### config.mk
export PLATFORM = sky130hd
export DESIGN_NAME = request_slot_list_table_unit
export DESIGN_NICKNAME = d
export VERILOG_FILES = /design/src/rslt_pkg.sv /design/src/request_slot_list_table_unit.sv /design/src/rslt_ram.sv
export SDC_FILE = /design/constraint.sdc
export NUM_CORES = 2
export LEC_CHECK = 0
export ABC_CLOCK_PERIOD_IN_PS = 10250
export BUFFER_PORTS_ARGS = -buffer_cell sky130_fd_sc_hd__clkbuf_2
export CAP_MARGIN = 20
export CORE_MARGIN = 4
export CORE_UTILIZATION = 56
export DETAILED_ROUTE_END_ITERATION = 10
export PLACE_DENSITY = 0.75
export SYNTH_ARGS = -nofsm -noshare
export SYNTH_HDL_FRONTEND = slang
export SYNTH_SLANG_ARGS = --single-unit
### constraint.sdc
create_clock -name clk -period 10.25 [get_ports clk]
set_input_delay 1.5375 -clock clk [delete_from_list [all_inputs] [get_ports clk]]
set_output_delay 1.5375 -clock clk [all_outputs]
set_load 0.01 [all_outputs]
### src/rslt_pkg.sv
// ----------------------------------------------------------------------------
// Request slot list table package
// Item types, storage entry type and mode/status codes shared by the table.
// ----------------------------------------------------------------------------
package rslt_pkg;

  // Request modes
  localparam logic [1:0] MODE_INSERT = 2'd0;
  localparam logic [1:0] MODE_REMOVE = 2'd1;
  localparam logic [1:0] MODE_LOOKUP = 2'd2;

  // Result status codes
  localparam logic [1:0] ST_OK        = 2'd0;
  localparam logic [1:0] ST_FULL      = 2'd1;
  localparam logic [1:0] ST_NOT_FOUND = 2'd2;
  localparam logic [1:0] ST_NOT_USED  = 2'd3;

  typedef struct packed {
    logic [1:0]  mode;
    logic [31:0] ip_address;
    logic [15:0] header_bytes;
    logic [31:0] cookie;
    logic [31:0] arrival_time;
    logic [3:0]  slot_index;
  } in_item_t;

  typedef struct packed {
    logic [1:0]  status;
    logic [3:0]  slot;
    logic [31:0] entry_address;
    logic [15:0] entry_header;
    logic [31:0] entry_time;
  } out_item_t;

  // One stored request
  typedef struct packed {
    logic [31:0] address;
    logic [15:0] header;
    logic [31:0] cookie;
    logic [31:0] arr_time;
  } entry_t;

endpackage

### src/request_slot_list_table_unit.sv
// ----------------------------------------------------------------------------
// Request slot list table
// Outstanding requests in fixed slots, chained oldest to newest by prev/next
// links. Insert takes the lowest free slot, remove unlinks by index, lookup
// walks from the oldest entry and returns the first cookie match.
// ----------------------------------------------------------------------------
// Insert scans for a free slot; on a non-empty list it then passes through
// S_LINK to link the old tail. Remove reads the slot's links, then unlinks it.
// A remove of a slot not in use, a lookup on an empty list and mode three are
// answered from idle. Lookup walks until a hit or the end of the list.
// One item at a time: busy stays high until the result is registered; the
// free-slot scan checks one used bit and the list walk one RAM slot per cycle.
// The result is shown for one cycle with out_valid; the receiver cannot stall.
// Synchronous reset empties the list; stored request fields are not cleared.
module request_slot_list_table_unit #(
  parameter int SLOTS        = 16,
  parameter int COOKIE_BYTES = 4
) (
  input  logic                clk,
  input  logic                rst_n,
  input  logic                start,
  input  rslt_pkg::in_item_t  in_item,
  output logic                busy,
  output logic                out_valid,
  output rslt_pkg::out_item_t out_item
);

  import rslt_pkg::*;

  localparam int IDX_W  = $clog2(SLOTS);
  localparam int LINK_W = IDX_W + 1;
  localparam int WIDE_W = IDX_W + 4;
  localparam logic [LINK_W-1:0] NULL_LINK = {1'b1, {IDX_W{1'b0}}};
  localparam logic [31:0] COOKIE_MASK = (COOKIE_BYTES >= 4) ? 32'hFFFF_FFFF :
      32'((64'd1 << (8 * COOKIE_BYTES)) - 64'd1);
  localparam logic [IDX_W-1:0] LAST_SLOT = IDX_W'(SLOTS - 1);

  typedef enum logic [4:0] {
    S_IDLE   = 5'b00001,
    S_SCAN   = 5'b00010,
    S_LINK   = 5'b00100,
    S_REMOVE = 5'b01000,
    S_WALK   = 5'b10000
  } state_t;

  state_t            state_r, state_nxt;
  in_item_t          req_r, req_nxt;
  logic [IDX_W-1:0]  cur_r, cur_nxt;
  logic [LINK_W-1:0] head_r, head_nxt;
  logic [LINK_W-1:0] tail_r, tail_nxt;
  logic [SLOTS-1:0]  used_r, used_nxt;
  logic              out_valid_r, out_valid_nxt;
  out_item_t         out_item_r, out_item_nxt;

  logic [IDX_W-1:0]  rd_addr;
  logic              data_we;
  entry_t            data_wd, data_q;
  logic              prev_we, next_we;
  logic [IDX_W-1:0]  prev_wa, next_wa;
  logic [LINK_W-1:0] prev_wd, next_wd, prev_q, next_q;

  logic [WIDE_W-1:0] rm_wide;
  logic              rm_ok;
  logic              cookie_hit;

  function automatic logic [3:0] slot4(input logic [IDX_W-1:0] idx);
    logic [WIDE_W-1:0] w;
    w = WIDE_W'(idx);
    return w[3:0];
  endfunction

  function automatic logic [LINK_W-1:0] as_link(input logic [IDX_W-1:0] idx);
    return {1'b0, idx};
  endfunction

  rslt_ram #(.WIDTH($bits(entry_t)), .DEPTH(SLOTS)) u_data_ram (
    .clk  (clk),
    .we   (data_we),
    .waddr(cur_r),
    .wdata(data_wd),
    .raddr(rd_addr),
    .rdata(data_q)
  );

  rslt_ram #(.WIDTH(LINK_W), .DEPTH(SLOTS)) u_prev_ram (
    .clk  (clk),
    .we   (prev_we),
    .waddr(prev_wa),
    .wdata(prev_wd),
    .raddr(rd_addr),
    .rdata(prev_q)
  );

  rslt_ram #(.WIDTH(LINK_W), .DEPTH(SLOTS)) u_next_ram (
    .clk  (clk),
    .we   (next_we),
    .waddr(next_wa),
    .wdata(next_wd),
    .raddr(rd_addr),
    .rdata(next_q)
  );

  assign rm_wide    = WIDE_W'(in_item.slot_index);
  assign rm_ok      = (rm_wide < WIDE_W'(SLOTS)) && used_r[rm_wide[IDX_W-1:0]];
  assign cookie_hit = ((data_q.cookie ^ req_r.cookie) & COOKIE_MASK) == 32'd0;

  assign data_wd = '{address:  req_r.ip_address,
                     header:   req_r.header_bytes,
                     cookie:   req_r.cookie,
                     arr_time: req_r.arrival_time};

  always_comb begin
    state_nxt     = state_r;
    req_nxt       = req_r;
    cur_nxt       = cur_r;
    head_nxt      = head_r;
    tail_nxt      = tail_r;
    used_nxt      = used_r;
    out_valid_nxt = 1'b0;
    out_item_nxt  = out_item_r;
    rd_addr       = cur_r;
    data_we       = 1'b0;
    prev_we       = 1'b0;
    prev_wa       = cur_r;
    prev_wd       = tail_r;
    next_we       = 1'b0;
    next_wa       = cur_r;
    next_wd       = NULL_LINK;

    case (state_r)
      S_IDLE: begin
        if (start) begin
          req_nxt      = in_item;
          out_item_nxt = '0;
          case (in_item.mode)
            MODE_INSERT: begin
              cur_nxt   = '0;
              state_nxt = S_SCAN;
            end
            MODE_REMOVE: begin
              if (rm_ok) begin
                // read both links of the slot, unlink next cycle
                cur_nxt   = rm_wide[IDX_W-1:0];
                rd_addr   = rm_wide[IDX_W-1:0];
                state_nxt = S_REMOVE;
              end else begin
                out_item_nxt.status = ST_NOT_USED;
                out_valid_nxt       = 1'b1;
              end
            end
            MODE_LOOKUP: begin
              if (head_r[IDX_W]) begin
                out_item_nxt.status = ST_NOT_FOUND;
                out_valid_nxt       = 1'b1;
              end else begin
                cur_nxt   = head_r[IDX_W-1:0];
                rd_addr   = head_r[IDX_W-1:0];
                state_nxt = S_WALK;
              end
            end
            default: begin
              out_valid_nxt = 1'b1;
            end
          endcase
        end
      end

      S_SCAN: begin
        if (!used_r[cur_r]) begin
          // claim slot, store the request and make it the new tail
          data_we          = 1'b1;
          prev_we          = 1'b1;
          next_we          = 1'b1;
          used_nxt[cur_r]  = 1'b1;
          if (tail_r[IDX_W]) begin
            head_nxt          = as_link(cur_r);
            tail_nxt          = as_link(cur_r);
            out_item_nxt.slot = slot4(cur_r);
            out_valid_nxt     = 1'b1;
            state_nxt         = S_IDLE;
          end else begin
            state_nxt = S_LINK;
          end
        end else if (cur_r == LAST_SLOT) begin
          out_item_nxt.status = ST_FULL;
          out_valid_nxt       = 1'b1;
          state_nxt           = S_IDLE;
        end else begin
          cur_nxt = cur_r + 1'b1;
        end
      end

      S_LINK: begin
        next_we           = 1'b1;
        next_wa           = tail_r[IDX_W-1:0];
        next_wd           = as_link(cur_r);
        tail_nxt          = as_link(cur_r);
        out_item_nxt.slot = slot4(cur_r);
        out_valid_nxt     = 1'b1;
        state_nxt         = S_IDLE;
      end

      S_REMOVE: begin
        if (prev_q[IDX_W]) begin
          head_nxt = next_q;
        end else begin
          next_we = 1'b1;
          next_wa = prev_q[IDX_W-1:0];
          next_wd = next_q;
        end
        if (next_q[IDX_W]) begin
          tail_nxt = prev_q;
        end else begin
          prev_we = 1'b1;
          prev_wa = next_q[IDX_W-1:0];
          prev_wd = prev_q;
        end
        used_nxt[cur_r] = 1'b0;
        out_valid_nxt   = 1'b1;
        state_nxt       = S_IDLE;
      end

      S_WALK: begin
        if (cookie_hit) begin
          out_item_nxt.slot          = slot4(cur_r);
          out_item_nxt.entry_address = data_q.address;
          out_item_nxt.entry_header  = data_q.header;
          out_item_nxt.entry_time    = data_q.arr_time;
          out_valid_nxt              = 1'b1;
          state_nxt                  = S_IDLE;
        end else if (next_q[IDX_W]) begin
          out_item_nxt.status = ST_NOT_FOUND;
          out_valid_nxt       = 1'b1;
          state_nxt           = S_IDLE;
        end else begin
          // follow the link straight from the RAM output
          cur_nxt = next_q[IDX_W-1:0];
          rd_addr = next_q[IDX_W-1:0];
        end
      end

      default: begin
        state_nxt = S_IDLE;
      end
    endcase
  end

  always_ff @(posedge clk) begin
    if (!rst_n) begin
      state_r     <= S_IDLE;
      head_r      <= NULL_LINK;
      tail_r      <= NULL_LINK;
      used_r      <= '0;
      out_valid_r <= 1'b0;
    end else begin
      state_r     <= state_nxt;
      head_r      <= head_nxt;
      tail_r      <= tail_nxt;
      used_r      <= used_nxt;
      out_valid_r <= out_valid_nxt;
    end
  end

  always_ff @(posedge clk) begin
    req_r      <= req_nxt;
    cur_r      <= cur_nxt;
    out_item_r <= out_item_nxt;
  end

  assign busy      = (state_r != S_IDLE);
  assign out_valid = out_valid_r;
  assign out_item  = out_item_r;

endmodule

### src/rslt_ram.sv
// ----------------------------------------------------------------------------
// Generic RAM
// One write port, one read port with registered read data.
// ----------------------------------------------------------------------------
module rslt_ram #(
  parameter int WIDTH = 8,
  parameter int DEPTH = 16
) (
  input  logic                     clk,
  input  logic                     we,
  input  logic [$clog2(DEPTH)-1:0] waddr,
  input  logic [WIDTH-1:0]         wdata,
  input  logic [$clog2(DEPTH)-1:0] raddr,
  output logic [WIDTH-1:0]         rdata
);

  logic [WIDTH-1:0] mem [DEPTH];
  logic [WIDTH-1:0] rdata_r;

  always_ff @(posedge clk) begin
    if (we) begin
      mem[waddr] <= wdata;
    end
    rdata_r <= mem[raddr];
  end

  assign rdata = rdata_r;

endmodule

==> qor.csv <==
metric,value,unit
fmaxAchievable,0.152,GHz
initial_core_util,56.3,%
clk_pin_slew,0.06,ns
pre_cts_ws,3.48,ns
worstHoldStart,head_r[0],
vias,47893,
multiInputGateArea,18800,um^2
post_cts_buffers,0,
cts_made_buffers,218,
dieArea,163000,um^2
startpoint_type,register,
dieWidth,404,um
final_cell_area,98400,um^2
path_class,reg2reg,
slew_violations,0,
syn_area,87800,um^2
timing.rr.start,data_wd[48],
yosys.area.top_type,edfxtp_1,
dpl.cell_count,7240,
ir_worst_vdd,0.180,mV
grt_pass1_wl,309000,um
slowest_stage,nor4_2,
antenna_found_initial,6,
worst_slew_pin_slew,1.23,ns
final_common_cell,edfxtp_1,
maxCapViolations,0,
nNetsFinal,5535,
place_hpwl,104000,um
holdWs,0.495,ns
place.gp.congestion,0.865,
worst-path-max-fanout,43,
synth.top_cell.area_share,73.7,%
fp.dieH,404,um
path_buf_inv,3,
wl_per_cell,27.4,um
tns,0,ns
critical_path.most_common_cell,buf_4,
ctsHoldBuffers,0,
grt_start_max_net_pins,155,
crit_start,data_wd[48],
hold_class,reg2reg,
finalPower,21.8,mW
final_cells,7661,
synth_area_per_cell,16.9,um^2
critPathRequiredTime,10.96,ns
area_growth,12.1,%
place_area,91000,um^2
clk_path_buf_depth,3,
synth_edf_count,2154,
fillers,10609,
synth_seq_cells,2308,
synthArstFlopShare,0,%
grt_pass1_vias,46943,
viasPerCell,6.25,
period_needed,6.58,ns
finalClockSkew,0.0438,ns
finalCritPeriodShare,64.2,%
critical_path_arrival,7.29,ns
p_per_area,222,nW/um^2
drt_pass1_iterations,8,
cts_tree,built,
p_leak,35.2,nW
drc,0,
drive_gt1_share,13.5,%
synth-seq-area-share,77.2,%
slowest_delay,0.95,ns
cts_sinks,2308,
synth_cells,5191,
cts_htree_levels,4,
core.rowCount,145,
dr.first_iter.drc_count,5805,
grtUsageTotal,25.5,%
slew_headroom,17.9,%
yosys-top-cells-area,"edfxtp_1 (74%), mux2i_1 (8.4%), dfxtp_1 (3.5%)",
end_kind,register,
utilization,63.1,%
routed_wirelength,210000,um
io_pins,209,
layout_common_cells,"edfxtp_1 (2,154), mux2i_1 (740), nand2_1 (559), nand3_1 (262), o22ai_1 (247)",
setup_viol,0,
path_delay_family,simple AND/OR/NAND/NOR gates,
hold_viol_final,0,
synth_cell_types,65,
ant_nets,0,
clockRootBuffer,clkbuf_16,
rsz0062_at_grt,false,
synth-main-ff-cell,edfxtp_1,
synth_nets,5321,
cts_resized,0,
numPortBuffers,208,
regArea,67800,um^2
status,finished clean,
finalWorstSetupSlack,3.67,ns
grt_overflow,0,
fp.coreArea,156000,um^2
cp_cell_sequence,xnor2_1 -> nand4_1 -> nor4_2 -> a211o_1 -> mux2_2 -> or2_4 -> buf_4 -> nand3_4 -> buf_4 -> buf_4 -> o22ai_1 -> a211o_1,
yosys_warnings,0,
insertion_delay,0.84,ns
-- area by class of cell --
class	count	area share, %
flip-flops and latches	2308	68.9
clock buffers	321	6.41
diodes	1	0.00254
inverters	22	0.109
repair buffers	293	1.86
well taps	2058	2.62
multi-input cells	2562	19.1
clock inverters	96	1.09
-- logic make-up after synthesis --
family          synth area share, %
compound gates                 6.69
xor+xnor                      0.319
fa+ha+maj                     0.128
buf+inv                        1.69
flops                          77.2
mux                            8.76
simple gates                   5.23
-- worst register-to-register path, stage by stage (launching register included) --
cell and delay (ns):
edfxtp_1 0.76, xnor2_1 0.21, nand4_1 0.39, nor4_2 0.96, a211o_1 0.49, mux2_2 0.39, or2_4 0.41, buf_4 0.51
nand3_4 0.57, buf_4 0.59, buf_4 0.66, o22ai_1 0.21, a211o_1 0.30
-- worst paths after layout --
| path | to | slack (ns) | depth (start not counted) |
|---|---|---|---|
| setup / recovery | u_data_ram.rdata[25] | 3.67 | 12 |
| hold / removal | head_r[0] | 0.49 | 2 |
| setup reg to reg | u_data_ram.rdata[25] | 3.67 | 12 |
| hold reg to reg | head_r[0] | 0.49 | 2 |
-- state kept, by name (all words and copies together) (netlist names), named ones only --
name / cells
u_next_ram.rdata: 5
data_wd: 112
u_prev_ram.rdata: 5
u_data_ram.mem: 1792
state_r: 5
tail_r: 5
u_data_ram.rdata: 112
cur_r: 4
u_next_ram.mem: 80
out_item: 86
out_valid: 1
head_r: 5
u_prev_ram.mem: 80
-- layer usage --
layer | track usage, % | routed length (um) | part of all wire [%] | vias up
met1 | 36.9 | 85200 | 41 | 24331
met3 | 4.12 | 19500 | 9.3 | 355
met2 | 40.3 | 99200 | 47 | 2514
met4 | 7.71 | 5920 | 2.8 | 0
met5 | 0 | 0 | 0 | -
li1 | - | - | - | 20693
-- synth_stat cells, drive strengths merged, types with 6 or more instances --
cell type and number:
ha 9, nor3 7, or2 6, a211o 124, o21a 22, clkbuf 116, a221oi 125, nand4 10
buf 183, inv 19, mux2 9, a31oi 6, dfxtp 154, a21oi 39, and2 84, xnor2 32
mux2i 740, o22ai 247, a21o 122, mux4 8, nor2 81, edfxtp 2154, nand3 266, nand2 560
o21ai 15
-- power by group --
group | internal [mW] | total (mW) | switching (mW)
clock network | 4.73 | 8.15 | 3.42
logic | 0.997 | 2.70 | 1.70
registers | 10.7 | 11.0 | 0.293
Power figures use the tool's default switching activity.
